### src/sv/assert_macros.svh
// Assertion macros used by the top level of the Modbus CRC appender.
// Standalone header; the including module must provide clk_i and rst_ni.
`ifndef ASSERT_MACROS_SVH
`define ASSERT_MACROS_SVH

// Checks a property at every rising clock edge outside of reset.
`define MFCA_ASSERT(lbl, prop, msg) \
  lbl: assert property (@(posedge clk_i) disable iff (!rst_ni) (prop)) else $error(msg);

// Checks a property at every rising clock edge, reset included.
`define MFCA_ASSERT_ALWAYS(lbl, prop, msg) \
  lbl: assert property (@(posedge clk_i) (prop)) else $error(msg);

`endif

### src/sv/mfca_pkg.sv
// Package of the Modbus CRC appender: CRC constants, the byte fold function,
// the beat phase type and the fold result struct. No dependencies.
package mfca_pkg;

  localparam logic [15:0] CrcInit = 16'hFFFF;
  localparam logic [15:0] CrcPoly = 16'hA001;
  localparam logic [8:0]  PosLength = 9'd2;
  localparam logic [8:0]  PosFirstData = 9'd3;

  typedef enum logic [1:0] {
    PH_DATA   = 2'd0,
    PH_CRC_LO = 2'd1,
    PH_CRC_HI = 2'd2
  } phase_e;

  typedef struct packed {
    logic [15:0] crc;
    logic        done;
  } fold_t;

  function automatic logic [15:0] crc_fold(input logic [15:0] crc_in, input logic [7:0] b);
    logic [15:0] c;
    c = crc_in ^ {8'h00, b};
    for (int k = 0; k < 8; k++) begin
      if (c[0]) begin
        c = (c >> 1) ^ CrcPoly;
      end else begin
        c = c >> 1;
      end
    end
    return c;
  endfunction

endpackage

### src/sv/mfca_frame_track.sv
// Frame tracker: running CRC, byte position and length of the current frame.
// Depends on mfca_pkg.
module mfca_frame_track (
  input  logic                clk_i,
  input  logic                rst_ni,
  input  logic                step_i,
  input  logic [7:0]          byte_i,
  output mfca_pkg::fold_t     fold_o
);

  logic [15:0] crc_q, crc_d, crc_new;
  logic [8:0]  pos_q, pos_d;
  logic [7:0]  len_q, len_d;
  logic        done;

  always_comb begin
    crc_new = mfca_pkg::crc_fold(crc_q, byte_i);
    done    = 1'b0;
    pos_d   = pos_q;
    len_d   = len_q;
    if (pos_q < mfca_pkg::PosLength) begin
      pos_d = pos_q + 9'd1;
    end else if (pos_q == mfca_pkg::PosLength) begin
      len_d = byte_i;
      if (byte_i == 8'h00) begin
        done = 1'b1;
      end else begin
        pos_d = mfca_pkg::PosFirstData;
      end
    end else begin
      if (pos_q >= ({1'b0, len_q} + mfca_pkg::PosLength)) begin
        done = 1'b1;
      end else begin
        pos_d = pos_q + 9'd1;
      end
    end
    crc_d = crc_new;
    if (done) begin
      crc_d = mfca_pkg::CrcInit;
      pos_d = 9'd0;
      len_d = 8'h00;
    end
  end

  assign fold_o.crc  = crc_new;
  assign fold_o.done = done;

  always_ff @(posedge clk_i or negedge rst_ni) begin
    if (!rst_ni) begin
      crc_q <= mfca_pkg::CrcInit;
      pos_q <= 9'd0;
      len_q <= 8'h00;
    end else if (step_i) begin
      crc_q <= crc_d;
      pos_q <= pos_d;
      len_q <= len_d;
    end
  end

endmodule

### src/sv/modbus_frame_crc_appender_unit.sv
// Top level of the Modbus CRC appender: input register, frame tracker and
// result register with CRC beat sequencing. Depends on mfca_pkg,
// mfca_frame_track and assert_macros.svh.
//
// Frame bytes (address, function, length, then that many data bytes) pass
// through unchanged, one beat per cycle when the output is not stalled, via
// the input register and the result register. After the last byte of a frame
// (the final data byte, or the length byte when it is zero) two CRC-16/MODBUS
// beats follow, low byte first, the high byte flagged by out_frame_end_o; the
// CRC then restarts at 0xFFFF. Ordinary bytes go through at one per cycle
// unless the output stalls; the byte that closes a frame occupies the result
// register for three output beats, and the input is held off meanwhile.
`include "assert_macros.svh"

module modbus_frame_crc_appender_unit (
  input  logic       clk_i,
  input  logic       rst_ni,
  input  logic       in_valid_i,
  output logic       in_stall_o,
  input  logic [7:0] in_byte_i,
  output logic       out_valid_o,
  input  logic       out_stall_i,
  output logic [7:0] out_byte_o,
  output logic       out_frame_end_o
);

  logic                in_valid_q;
  logic [7:0]          in_byte_q;
  logic                out_valid_q;
  logic [7:0]          out_data_q;
  logic [15:0]         out_crc_q;
  logic                out_done_q;
  mfca_pkg::phase_e    phase_q, phase_d;
  mfca_pkg::fold_t     fold;
  logic                pop, last_pop, advance;

  assign pop      = out_valid_q && !out_stall_i;
  assign last_pop = pop && (((phase_q == mfca_pkg::PH_DATA) && !out_done_q) ||
                            (phase_q == mfca_pkg::PH_CRC_HI));
  assign advance  = !out_valid_q || last_pop;
  assign in_stall_o = in_valid_q && !advance;

  mfca_frame_track u_track (
    .clk_i  (clk_i),
    .rst_ni (rst_ni),
    .step_i (advance && in_valid_q),
    .byte_i (in_byte_q),
    .fold_o (fold)
  );

  always_ff @(posedge clk_i or negedge rst_ni) begin
    if (!rst_ni) begin
      in_valid_q <= 1'b0;
    end else if (!in_stall_o) begin
      in_valid_q <= in_valid_i;
    end
  end

  always_ff @(posedge clk_i) begin
    if (!in_stall_o && in_valid_i) begin
      in_byte_q <= in_byte_i;
    end
  end

  always_ff @(posedge clk_i or negedge rst_ni) begin
    if (!rst_ni) begin
      out_valid_q <= 1'b0;
      phase_q     <= mfca_pkg::PH_DATA;
    end else begin
      phase_q <= phase_d;
      if (advance) begin
        out_valid_q <= in_valid_q;
      end
    end
  end

  always_ff @(posedge clk_i) begin
    if (advance && in_valid_q) begin
      out_data_q <= in_byte_q;
      out_crc_q  <= fold.crc;
      out_done_q <= fold.done;
    end
  end

  always_comb begin
    phase_d = phase_q;
    if (advance) begin
      phase_d = mfca_pkg::PH_DATA;
    end else if (pop) begin
      case (phase_q)
        mfca_pkg::PH_DATA:   phase_d = mfca_pkg::PH_CRC_LO;
        mfca_pkg::PH_CRC_LO: phase_d = mfca_pkg::PH_CRC_HI;
        default:             phase_d = mfca_pkg::PH_DATA;
      endcase
    end
  end

  always_comb begin
    out_valid_o     = out_valid_q;
    out_frame_end_o = 1'b0;
    case (phase_q)
      mfca_pkg::PH_DATA:   out_byte_o = out_data_q;
      mfca_pkg::PH_CRC_LO: out_byte_o = out_crc_q[7:0];
      mfca_pkg::PH_CRC_HI: begin
        out_byte_o      = out_crc_q[15:8];
        out_frame_end_o = 1'b1;
      end
      default:             out_byte_o = out_data_q;
    endcase
  end

  `MFCA_ASSERT(a_crc_beat_needs_done, (phase_q != mfca_pkg::PH_DATA) |-> (out_valid_q && out_done_q), "CRC beat without a finished frame")
  `MFCA_ASSERT(a_lo_then_hi, (pop && (phase_q == mfca_pkg::PH_CRC_LO)) |=> (out_valid_o && out_frame_end_o), "CRC low beat not followed by the high beat")
  `MFCA_ASSERT(a_stall_when_full, in_stall_o |-> (in_valid_q && out_valid_q), "input stalled with room to advance")
  `MFCA_ASSERT_ALWAYS(a_reset_idle, !rst_ni |-> !out_valid_o, "output valid during reset")

endmodule
### config.mk
export PLATFORM = sky130hd
export DESIGN_NAME = modbus_frame_crc_appender_unit
export DESIGN_NICKNAME = d
export VERILOG_FILES = /design/src/sv/mfca_pkg.sv /design/src/sv/mfca_frame_track.sv /design/src/sv/modbus_frame_crc_appender_unit.sv
export VERILOG_INCLUDE_DIRS = /design/src /design/src/sv
export SDC_FILE = /design/constraint.sdc
export NUM_CORES = 1
export LEC_CHECK = 0
export BUFFER_PORTS_ARGS = -buffer_cell sky130_fd_sc_hd__buf_4
export CAP_MARGIN = 5
export CELL_PAD_IN_SITES_DETAIL_PLACEMENT = 1
export CELL_PAD_IN_SITES_GLOBAL_PLACEMENT = 2
export CORE_MARGIN = 2
export CORE_UTILIZATION = 41
export CTS_CLUSTER_DIAMETER = 200
export DETAILED_ROUTE_END_ITERATION = 7
export GPL_TIMING_DRIVEN = 0
export PLACE_DENSITY_LB_ADDON = 0.05
export SETUP_SLACK_MARGIN = 0.1
export SKIP_LAST_GASP = 1
export SYNTH_ARGS = -nofsm -noshare
export SYNTH_HDL_FRONTEND = slang
export SYNTH_SLANG_ARGS = --single-unit
export TNS_END_PERCENT = 100
### constraint.sdc
create_clock -name clk_i -period 3.2 [get_ports clk_i]
set_input_delay 0.16 -clock clk_i [delete_from_list [all_inputs] [get_ports clk_i]]
set_output_delay 0.16 -clock clk_i [all_outputs]
set_load 0.05 [all_outputs]
* After elaboration in Yosys (flattened, before gate mapping)
Index checks and enable logic that the tools add are counted.
** Word-level totals
- Memory bits (writable) :: 0
- Logic and storage cells :: 74
- Memories kept :: 0
- Output and inout port bits :: 11
- Latch bits :: 0
- Input port bits :: 12
- Register bits :: 70
- ROM bits :: 0
** Cells by class
- Div/mod/pow operators :: 0
- Magnitude comparators :: 2
- Shift operators :: 0
- Bitwise gates (word level) :: 9
- Add/sub/neg operators :: 2
- Multiplexer cells :: 26
- Reduce and logical (&&, ||, !) cells :: 19
- Multiply operators :: 0
- Eq/ne operators :: 6
** Operators with widths (count)
- 16-bit 2-to-1 mux :: 9
- 9-bit 2-to-1 mux :: 5
- 8-bit 2-to-1 mux :: 3
- 2-bit NOT with 3-bit output :: 8
- 8-bit case mux with 2 select lines :: 1
- 16-bit by 8-bit XOR with 16-bit output :: 1
- 8-bit by 2-bit adder with 9-bit output, second input constant :: 1
- 9-bit by 1-bit adder with 9-bit output, second input constant :: 1
- 9-bit by 2-bit == test with 1-bit output, second input constant :: 1
- 9-bit greater-or-equal comparator :: 1
- 9-bit by 2-bit less-than comparator with 1-bit output, second input constant :: 1
- 8-bit zero test :: 1
- 1-bit logical AND :: 6
- 3-bit AND reduction :: 2
- 1-bit zero test :: 5
- 1-bit 2-to-1 mux :: 5
- 2-bit 2-to-1 mux :: 2
- 4-bit by 1-bit inequality test with 1-bit output, second input constant :: 1
- 4-bit by 2-bit inequality test with 1-bit output, second input constant :: 1
- 2-bit case mux with 2 select lines :: 1
- 2-bit nonzero test :: 2
- 2-bit by 1-bit == test with 1-bit output, second input constant :: 1
- 2-bit == test, second input constant :: 1
- 2-bit zero test :: 1
- 2 further kinds :: 3

* Depth between registers and ports, before layout
- Depth in word-level cells :: 18
- Gate-level depth with buffers :: 12
- Depth with buffers taken out :: 11

* Modules after synthesis
A second synthesis with hierarchy kept.
** Unflattened totals
- Cells, all modules :: 293
- Area, all modules :: 3422.0 µm²
** By module, submodules not included
- mfca_frame_track :: cells an instance 205, area an instance 2014.4 µm², times used 1, sequential area each 845.8 µm²
- modbus_frame_crc_appender_unit :: cells an instance 88, area an instance 1407.6 µm², times used 1, sequential area each 1091.0 µm²

* Worst setup path before layout
Ideal clock, no wire load.
- Path kind :: flip-flop to flip-flop
- Start :: register phase_q[0]
- End :: register out_crc_q[0], enable pin
- Arrival time :: 2.722 ns
- Setup time :: 0.399 ns
- Path buffers :: 2
- Cell stages (with the launch flop) :: 9
- Setup slack :: 0.079 ns
- Clock period less this slack :: 3.121 ns
- Required time :: 2.801 ns
- Cells stage by stage :: dfrtp_1 -> inv_1 -> ha_1 -> clkbuf_1 -> a21oi_1 -> o21ai_0 -> nand2_1 -> clkinv_1 -> clkbuf_1
** Between the ends
- Word-level cells in the longest chain between the ends :: 6
- Elaborated cells between the ends (all ways) :: 7
- Those cells by class :: eq/ne (1); reduce/logical (6)
** Ends and longest elaborated chain
- start, declared :: line modbus_frame_crc_appender_unit.sv:33 : mfca_pkg::phase_e phase_q, phase_d;
- start signal, assigned :: line modbus_frame_crc_appender_unit.sv:68 : phase_q <= mfca_pkg::PH_DATA;
- start signal, assigned :: line modbus_frame_crc_appender_unit.sv:70 : phase_q <= phase_d;
- 2-bit zero test :: line modbus_frame_crc_appender_unit.sv:38 : assign last_pop = pop && (((phase_q == mfca_pkg::PH_DATA) && !out_done_q) ||
- 1-bit logical AND :: line modbus_frame_crc_appender_unit.sv:38
- 1-bit logical OR * :: line modbus_frame_crc_appender_unit.sv:38
- 1-bit logical AND * :: line modbus_frame_crc_appender_unit.sv:38
- 1-bit logical OR * :: line modbus_frame_crc_appender_unit.sv:40 : assign advance = !out_valid_q || last_pop;
- 1-bit logical AND *
- via u_track.step_i :: line mfca_frame_track.sv:6 : input logic step_i,
- end signal, assigned :: line modbus_frame_crc_appender_unit.sv:80 : out_crc_q <= fold.crc;
- end, declared :: line modbus_frame_crc_appender_unit.sv:31 : logic [15:0] out_crc_q;
The timed path passes the listed nets; every way through them passes the cells marked *.
A chain may end at the register's enable or synchronous reset.

* Worst setup path after layout
- Start :: register u_track.len_q[1]
- End :: register u_track.crc_q[9]
** Between the ends
- Word-level cells in the longest chain between the ends :: 6
** Ends and longest elaborated chain
- start, declared :: line mfca_frame_track.sv:13 : logic [7:0] len_q, len_d;
- start signal, assigned :: line mfca_frame_track.sv:56 : len_q <= len_d;
- 8-bit by 2-bit adder with 9-bit output :: line mfca_frame_track.sv:31 : if (pos_q >= ({1'b0, len_q} + mfca_pkg::PosLength)) begin
- 9-bit greater-or-equal comparator :: line mfca_frame_track.sv:31
- 1-bit 2-to-1 mux :: line mfca_frame_track.sv:31
- 1-bit 2-to-1 mux :: line mfca_frame_track.sv:23 : end else if (pos_q == mfca_pkg::PosLength) begin
- 1-bit 2-to-1 mux :: line mfca_frame_track.sv:21 : if (pos_q < mfca_pkg::PosLength) begin
- 16-bit 2-to-1 mux :: line mfca_frame_track.sv:38 : if (done) begin
- end signal, assigned :: line mfca_frame_track.sv:50 : crc_q <= mfca_pkg::CrcInit;
- end signal, assigned :: line mfca_frame_track.sv:54 : crc_q <= crc_d;
- end, declared :: line mfca_frame_track.sv:11 : logic [15:0] crc_q, crc_d, crc_new;
Every way passes these cells.

==> impl_metrics.py <==
metrics = {
    "routing": {
        "drtIter0Drc": 69,
        "drcViolationCount": 0,
        "wl_um": 7790,
        "drt_pass1_iterations": 4,
        "vias": 2295,
        "post_drt_wl_per_cell_um": 18.0,
        "viasPerCell": 5.30,
        "final_antenna_net_count": 0,
    },
    "logic_synthesis": {
        "yosysUniqueCellTypes": 42,
        "syn-num-nets": 308,
        "synth.area.top_cells": "edfxtp_1, dfrtp_1, dfstp_2, ha_1, xnor2_1",
        "yosys_warnings": 0,
        "syn_inst": 280,
        "synth_area_per_cell_um2": 12.2,
        "synth_top_area_share_pct": 29.1,
        "yosys_register_bits": 70,
        "yosysTopAreaCell": "edfxtp_1",
        "netlist_area_um2": 3410,
        "yosysSeqAreaShare_pct": 56.8,
    },
    "sta": {
        "finalSetupTns_ps": 0,
        "drv_slew": 0,
        "finalSetupViolations": 0,
        "period_share_pct": 86.1,
        "max_freq_mhz": 363,
        "rsz0062_at_grt": "no",
        "period_needed_ps": 2760,
        "worstMarginPinSlew_ps": 636,
        "hold_violations": 0,
        "skew_ps": 12.2,
        "slew_headroom_pct": 57.6,
        "hold-worst-slack_ps": 167,
    },
    "final_layout": {
        "drive_gt1_share_pct": 21.3,
        "fin_cells": 433,
        "fin_nets": 351,
        "multiInputGateArea_um2": 1360,
        "antenna_cells": 0,
        "area_delta_synth_final_pct": 17.4,
        "register_area_um2": 1940,
        "post-route-cell-area_um2": 4010,
        "fill_cells": 860,
    },
    "floorplanning": {
        "start_util_pct": 41.9,
        "die_w_um": 95.2,
        "design.die.area_um2": 9060,
        "core_um2": 8130,
        "row_count": 33,
        "ioPinCount": 23,
        "die_height_um": 95.2,
    },
    "place": {
        "place.gp.congestion": 0.729,
        "port_buffers": 22,
        "placed_area_um2": 3710,
        "dp_cells": 407,
        "dpl.hpwl_um": 5590,
    },
    "job": {
        "maxCapViolations": 0,
    },
    "worst_setup_path": {
        "critPathLaunchType": "register",
        "required_ps": 3460,
        "crit_arrival_ps": 3010,
        "setup.worst_path.end_class": "register",
        "path_class": "reg2reg",
        "crit_fanout": 10,
    },
    "hold_path": {
        "min_path_type": "in2reg",
    },
    "global_routing": {
        "gr-total-overflow": 0,
        "grt_pass1_vias": 2374,
        "grt_util_all_layers_pct": 19.1,
        "grt_pass1_wl_um": 12600,
        "antenna_found_initial": 0,
        "grt_start_max_net_pins": 38,
    },
    "clocking": {
        "cts-root-buf": "clkbuf_8",
        "clkTransAtPathRegs_ps": 80,
        "cts_sinks": 70,
        "clockBufferDepth": 2,
        "cts-htree-levels": 3,
        "worstSkewPairLatency_ps": 350,
        "cts_tree": "built",
        "numCtsBuffers": 9,
    },
    "status": {
        "status": "complete, no violations",
    },
}
[registers in the layout (all words and copies together) (netlist names)]
signal	count
in_byte_q	8
out_crc_q	16
out_done_q	1
phase_q	2
u_track.len_q	8
in_valid_q	1
out_valid_o	1
u_track.crc_q	16
u_track.pos_q	9
out_data_q	8
[path summary, 6_finish.rpt]
| kind | start | end | cells past startpoint | slack, ps |
|---|---|---|---|---|
| max | u_track.len_q[1] | u_track.crc_q[9] | 11 | 440 |
| min | out_stall_i | phase_q[1] | 4 | 170 |
| max reg2reg | u_track.len_q[1] | u_track.crc_q[9] | 11 | 440 |
| min reg2reg | in_valid_q | out_valid_o | 1 | 490 |
| max in group asynchronous | rst_ni | u_track.crc_q[13] | 2 | 2500 |
| min in group asynchronous | rst_ni | u_track.pos_q[0] | 2 | 310 |
[synth_stat cells]
cell	number
o21ai_1	1
a2bb2oi_1	1
a21oi_1	15
o21ai_0	9
and3_1	2
nor4_1	3
nor3_1	2
a21bo_2	4
a22o_1	7
a22oi_1	10
nand2_1	14
nand2_2	1
clkbuf_1	8
or4_4	2
nand2b_1	3
edfxtp_1	33
dfstp_2	16
dfrtp_1	21
nor2_1	21
buf_6	1
xnor2_1	16
xnor3_1	2
inv_1	16
o31ai_1	1
nand3_1	7
o21bai_1	1
mux2i_1	4
a21oi_2	2
o22ai_1	1
and2_1	3
nor2b_1	3
nor4_4	1
o32ai_4	1
a21o_1	5
ha_1	16
a211oi_1	1
xor2_1	8
buf_4	1
o22a_1	10
clkinv_1	1
o221a_2	1
nand4_1	5
[metrics by stage]
step / setup WS (ps) / util, %
final: 444 / 49.2
after global routing: 149 / 49.2
after CTS: 219 / 49.2
after detailed placement: 242 / 45.6
after global placement: 274 / 45.6
after floorplan: 535 / -
[metal layers]
metal / wire [µm] / vias up / track usage (%)
li1: - / 1098 / -
met1: 3590 / 1161 / 24.4
met2: 3870 / 23 / 31.5
met3: 188 / 13 / 4.03
met4: 142 / 0 / 7.73
met5: 0 / - / 0
[worst max-delay path, stage by stage (launching register included)]
cell and delay (ps):
dfrtp_1 420, ha_1 240, nand3_1 120, xnor2_1 180
ha_1 270, a211oi_1 230, nor2_1 80, nor4_1 340
a21oi_2 170, buf_4 220, a21oi_2 260, a22oi_1 120
[layout by cell type, fill, tap and decap left out, types with 4 or more instances in the layout]
cell	netlist	layout
edfxtp_1	33	33
buf_4	1	23
dfrtp_1	21	21
nor2_1	21	20
inv_1	16	16
xnor2_1	16	16
ha_1	16	16
dfstp_2	16	16
a21oi_1	15	15
nand2_1	14	14
a22oi_1	10	10
o22a_1	10	10
dlygate4sd3_1	0	10
o21ai_0	9	9
clkbuf_8	0	9
xor2_1	8	8
nand3_1	7	7
clkbuf_1	8	7
a22o_1	7	7
nand4_1	5	5
a21o_1	5	5
a21bo_2	4	4
mux2i_1	4	4
[cell type report]
cell class / count / share of cell area, %
Clock inverter: 6 / 1.56
Inverter: 17 / 1.59
Buffer: 10 / 1.34
Sequential cell: 70 / 48.4
Timing Repair Buffer: 32 / 6.62
Clock buffer: 10 / 3.19
Multi-Input combinational cell: 183 / 34.1
Tap cell: 105 / 3.28
[kinds of logic (layout without fill, tap and decap cells)]
| kind of cell | count (synthesis) | count (layout) | share of synthesized area (%) |
|---|---|---|---|
| XOR/XNOR | 26 | 26 | 7.48 |
| multiplexers | 4 | 4 | 1.17 |
| flip-flops | 70 | 70 | 56.8 |
| AO/OA/AOI/OAI | 70 | 70 | 15.3 |
| adder cells (fa/ha/maj) | 16 | 16 | 5.87 |
| AND/OR/NAND/NOR | 67 | 67 | 10.1 |
| buffers and inverters | 27 | 75 | 3.30 |
[timing repair]
item	CTS	global route
setup buffers	0	0
endpoints found under the hold margin	30	0
endpoints found under the setup margin	0	41
hold buffers	10	0
gates resized for setup	0	5
Power is not shown: default switching activity piles up to over one toggle a cycle in this logic, so the estimate is an artifact.
